## src/rtl/tsb_pkg.sv

```systemverilog
// Shared constants, types and helpers for the tile and sprite blitter.
// Used by the top level, the lanes and the merge; it depends on nothing else.
package tsb_pkg;

    localparam int MAX_WIDTH  = 256;
    localparam int MAX_HEIGHT = 256;
    localparam int TILE_SIZE  = 8;
    localparam int PIXEL_BITS = 2;

    localparam int LANES      = TILE_SIZE;
    localparam int LW         = $clog2(LANES);
    localparam int CW         = 11;
    localparam int YW         = $clog2(MAX_HEIGHT);
    localparam int BANK_COLS  = MAX_WIDTH / LANES;
    localparam int BANK_DEPTH = BANK_COLS * MAX_HEIGHT;
    localparam int AW         = $clog2(BANK_DEPTH);
    localparam int ROW_BITS   = PIXEL_BITS * TILE_SIZE;
    localparam int TILE_BITS  = ROW_BITS * TILE_SIZE;
    localparam int TIDX_W     = $clog2(TILE_BITS);
    localparam int CFG_W      = 9;
    localparam int PIX_W      = 2 * PIXEL_BITS + 1;

    localparam logic [CFG_W-1:0] WIDTH_RESET  = CFG_W'(256);
    localparam logic [CFG_W-1:0] HEIGHT_RESET = CFG_W'(240);

    localparam logic REG_FRAME_WIDTH  = 1'b0;
    localparam logic REG_FRAME_HEIGHT = 1'b1;

    localparam logic KIND_BLIT = 1'b0;
    localparam logic KIND_READ = 1'b1;

    typedef enum logic [2:0] {
        ST_CLEAR,
        ST_IDLE,
        ST_BLIT,
        ST_READ,
        ST_RDATA
    } t_state;

    typedef struct packed {
        logic                  clear;
        logic [AW-1:0]         clr_addr;
        logic                  blit;
        logic                  row_ok;
        logic [YW-1:0]         y_lo;
        logic [CW-1:0]         px;
        logic [ROW_BITS-1:0]   row_tx;
        logic                  fh;
        logic                  sprite;
        logic [PIXEL_BITS-1:0] attr;
        logic [CW-1:0]         w_eff;
        logic                  rd_en;
        logic [AW-1:0]         rd_addr;
    } t_lane_cmd;

    function automatic logic [CW-1:0] eff_size(input logic [CFG_W-1:0] v,
                                               input logic [CW-1:0] mx);
        logic [CW-1:0] r;
        if (v == '0) begin
            r = CW'(1);
        end else if (CW'(v) > mx) begin
            r = mx;
        end else begin
            r = CW'(v);
        end
        return r;
    endfunction

endpackage

```

## src/rtl/tsb_merge.sv

```systemverilog
// Merges the lane read data into one pixel, zeroed outside the frame.
// Depends on tsb_pkg.
module tsb_merge (
    input  logic [tsb_pkg::PIX_W-1:0]      i_lane_data [tsb_pkg::LANES],
    input  logic [tsb_pkg::LW-1:0]         i_sel,
    input  logic                           i_in_frame,
    output logic [tsb_pkg::PIXEL_BITS-1:0] o_color,
    output logic [tsb_pkg::PIXEL_BITS-1:0] o_attr,
    output logic                           o_sprite
);

    logic [tsb_pkg::PIX_W-1:0] pix;

    always_comb begin
        pix      = i_in_frame ? i_lane_data[i_sel] : '0;
        o_color  = pix[tsb_pkg::PIXEL_BITS-1:0];
        o_attr   = pix[2*tsb_pkg::PIXEL_BITS-1:tsb_pkg::PIXEL_BITS];
        o_sprite = pix[tsb_pkg::PIX_W-1];
    end

endmodule

```

## config.mk

```make
export PLATFORM = sky130hd
export DESIGN_NAME = tsb_merge
export DESIGN_NICKNAME = d
export VERILOG_FILES = /design/src/rtl/tsb_pkg.sv /design/src/rtl/tsb_merge.sv
export SDC_FILE = /design/constraint.sdc
export NUM_CORES = 1
export LEC_CHECK = 0
export ABC_AREA = 1
export BUFFER_PORTS_ARGS = -buffer_cell sky130_fd_sc_hd__buf_2
export CAP_MARGIN = 5
export CORE_AREA = 5 5 42 44
export DETAILED_ROUTE_END_ITERATION = 8
export DIE_AREA = 0 0 47 49
export GPL_TIMING_DRIVEN = 0
export PLACE_DENSITY = 0.86
export SETUP_SLACK_MARGIN = 0.5
export SYNTH_ARGS = -nofsm -noshare
export SYNTH_HDL_FRONTEND = slang
export SYNTH_SLANG_ARGS = --single-unit
```

## constraint.sdc

```tcl
create_clock -name vclk -period 1.75
set_clock_uncertainty 0.15 [all_clocks]
set_input_delay 0.175 -clock vclk [all_inputs]
set_output_delay 0.175 -clock vclk [all_outputs]
set_load 0.05 [all_outputs]
```

==> impl_metrics.tcl <==
set metrics [dict create \
    status "finished, final reports clean" \
    final_antenna_net_count 0 \
    rsz0062_at_grt "yes" \
    vdd_ir_drop_max_v 0.000195 \
    drv_slew 0 \
    cpPeakStageDelay_ps 150 \
    startpoint_type "input port" \
    cp_num_cells 9 \
    nFillCells 90 \
    slew_headroom 0.821 \
    insertedDiodeCount 0 \
    dp_hpwl_um 1480 \
    grt_pass1_wl_um 3930 \
    cpMaxStageDelayCell "buf_8" \
    critical_path.cell_chain "buf_12 > inv_8 > buf_6 > nand2_2 > nand3_2 > nand3_1 > nand2_2 > nor2_4 > buf_8" \
    synthMuxAreaShare 0 \
    grt_pass1_vias 962 \
    yosys.area_share.simple 0.653 \
    critical_path_class "input port to output pin" \
    hold_ws_ps 621 \
    powerDensity_mw_per_mm2 285 \
    grt_most_used_layer "met2" \
    n_clock_buffer 0 \
    yosysWarnings 0 \
    synth-adder-area-share 0 \
    yosysSeqAreaShare 0 \
    cts_setup_buffers 0 \
    grt_max_degree 11 \
    finalSetupViolations 0 \
    max_freq_ghz 0.727 \
    rows 14 \
    port_buffers 48 \
    synthCells 133 \
    synth_xor_area_frac 0 \
    multi_input_area_um2 495 \
    final_util 0.776 \
    viasPerCell 5.00 \
    dieArea_mm2 0.00230 \
    drc 0 \
    fin_crit_sh 0.786 \
    yosys.cell_types.count 8 \
    die_h_um 49 \
    fin_crit_ps 1380 \
    final-hold-violation-count 0 \
    drt-pass1-iter-count 4 \
    coreArea_mm2 0.00140 \
    crit_path_frequent_cell "nand2_2" \
    worstSetupEndpointType "output pin" \
    drt_iter0_drc 37 \
    p_leak_nw 0.718 \
    tns_ps 0 \
    drive_gt1_frac 0.524 \
    cp_top_family "simple AND/OR/NAND/NOR gates" \
    avgSynthCellArea_um2 4.04 \
    timing.max_cap.violations 0 \
    postCtsHoldBufs 0 \
    area_delta_synth_final_pct 103 \
    io_pins 49 \
    synth_top_family_by_area "simple AND/OR/NAND/NOR gates" \
    grt.met1_usage 0.270 \
    grtUsageMet3 0.0221 \
    grt_antenna_before_repair 0 \
    critPathRequiredTime_ps 1420 \
    vias 1006 \
    place_congestion 0.780 \
    grt_util_met2 0.382 \
    synth.net_count 177 \
    worst-path-buf-inv 4 \
    regArea_um2 0 \
    critPathArrivalTime_ps 1050 \
    fin_nets 231 \
    wl_um 2760 \
    tightest_slew_ps 269 \
    hp-class "input port to output pin" \
    path_max_fanout 5 \
    initial_utilization 0.383 \
    syn_area_um2 537 \
    avgRoutedWirePerCell_um 13.7 \
    synth-compound-area-share 0 \
    die_x_um 47 \
    grt_overflow 0 \
    grtUsageTotal 0.221 \
    whs_path_depth 4 \
    n_sequential_cell 0 \
]
Yosys cell counts:
cell type	number	area (µm²)
clkinv_1	1	3.75
nor2_1	10	37.5
nand3_1	25	125
buf_1	1	3.75
inv_1	40	150
nand2_1	50	188
buf_2	5	25.0
inv_2	1	3.75
final timing paths:
check	from	end
hold / removal	i_in_frame	o_attr[0]
setup / recovery	i_sel[0]	o_attr[0]
cell type report:
cell class | count | share of cell area
Tap cell | 16 | 0.0184
Timing Repair Buffer | 52 | 0.315
Multi-Input combinational cell | 85 | 0.456
Buffer | 6 | 0.0564
Inverter | 42 | 0.154
logic make-up after synthesis:
family / Yosys count
buf+inv: 48
simple gates: 85
where the power goes:
group	switching, mW	total, mW	internal (mW)
Clock	0	0	0
Combinational	0.175	0.310	0.135
Sequential	0	0	0
cell usage in the layout (no fill, tap or decap):
| cell | netlist | layout |
|---|---|---|
| inv_1 | 40 | 40 |
| nor2_2 | 0 | 5 |
| buf_2 | 5 | 43 |
| buf_4 | 0 | 2 |
| nand2_2 | 0 | 16 |
| inv_8 | 0 | 1 |
| buf_6 | 0 | 7 |
| nand2_1 | 50 | 34 |
| buf_8 | 0 | 5 |
| nor2_4 | 0 | 5 |
| nand3_1 | 25 | 14 |
| buf_12 | 0 | 1 |
| nand3_2 | 0 | 11 |
| inv_4 | 0 | 1 |
metal layers:
| layer | wire length [µm] | share of wire |
|---|---|---|
| met2 | 1340 | 0.48 |
| met4 | 170 | 0.062 |
| met5 | 0 | 0 |
| met3 | 263 | 0.095 |
| met1 | 994 | 0.36 |
metrics by stage:
step	cells	worst slack, ps	power [mW]	area (µm²)
floorplan	133	551	0.141	574
global placement	197	285	0.208	835
detailed placement	197	270	0.213	835
CTS	201	454	0.275	1020
global route	201	333	0.332	1090
finish	201	374	0.310	1090
timing repair:
| item | CTS | global route |
|---|---|---|
| gates cloned | 4 | 0 |
| pin swaps | 12 | 8 |
| setup endpoints to repair | 5 | 5 |
| gates resized for setup | 55 | 18 |
| endpoints found under the hold margin | 0 | 0 |
Power figures use the tool's default switching activity.
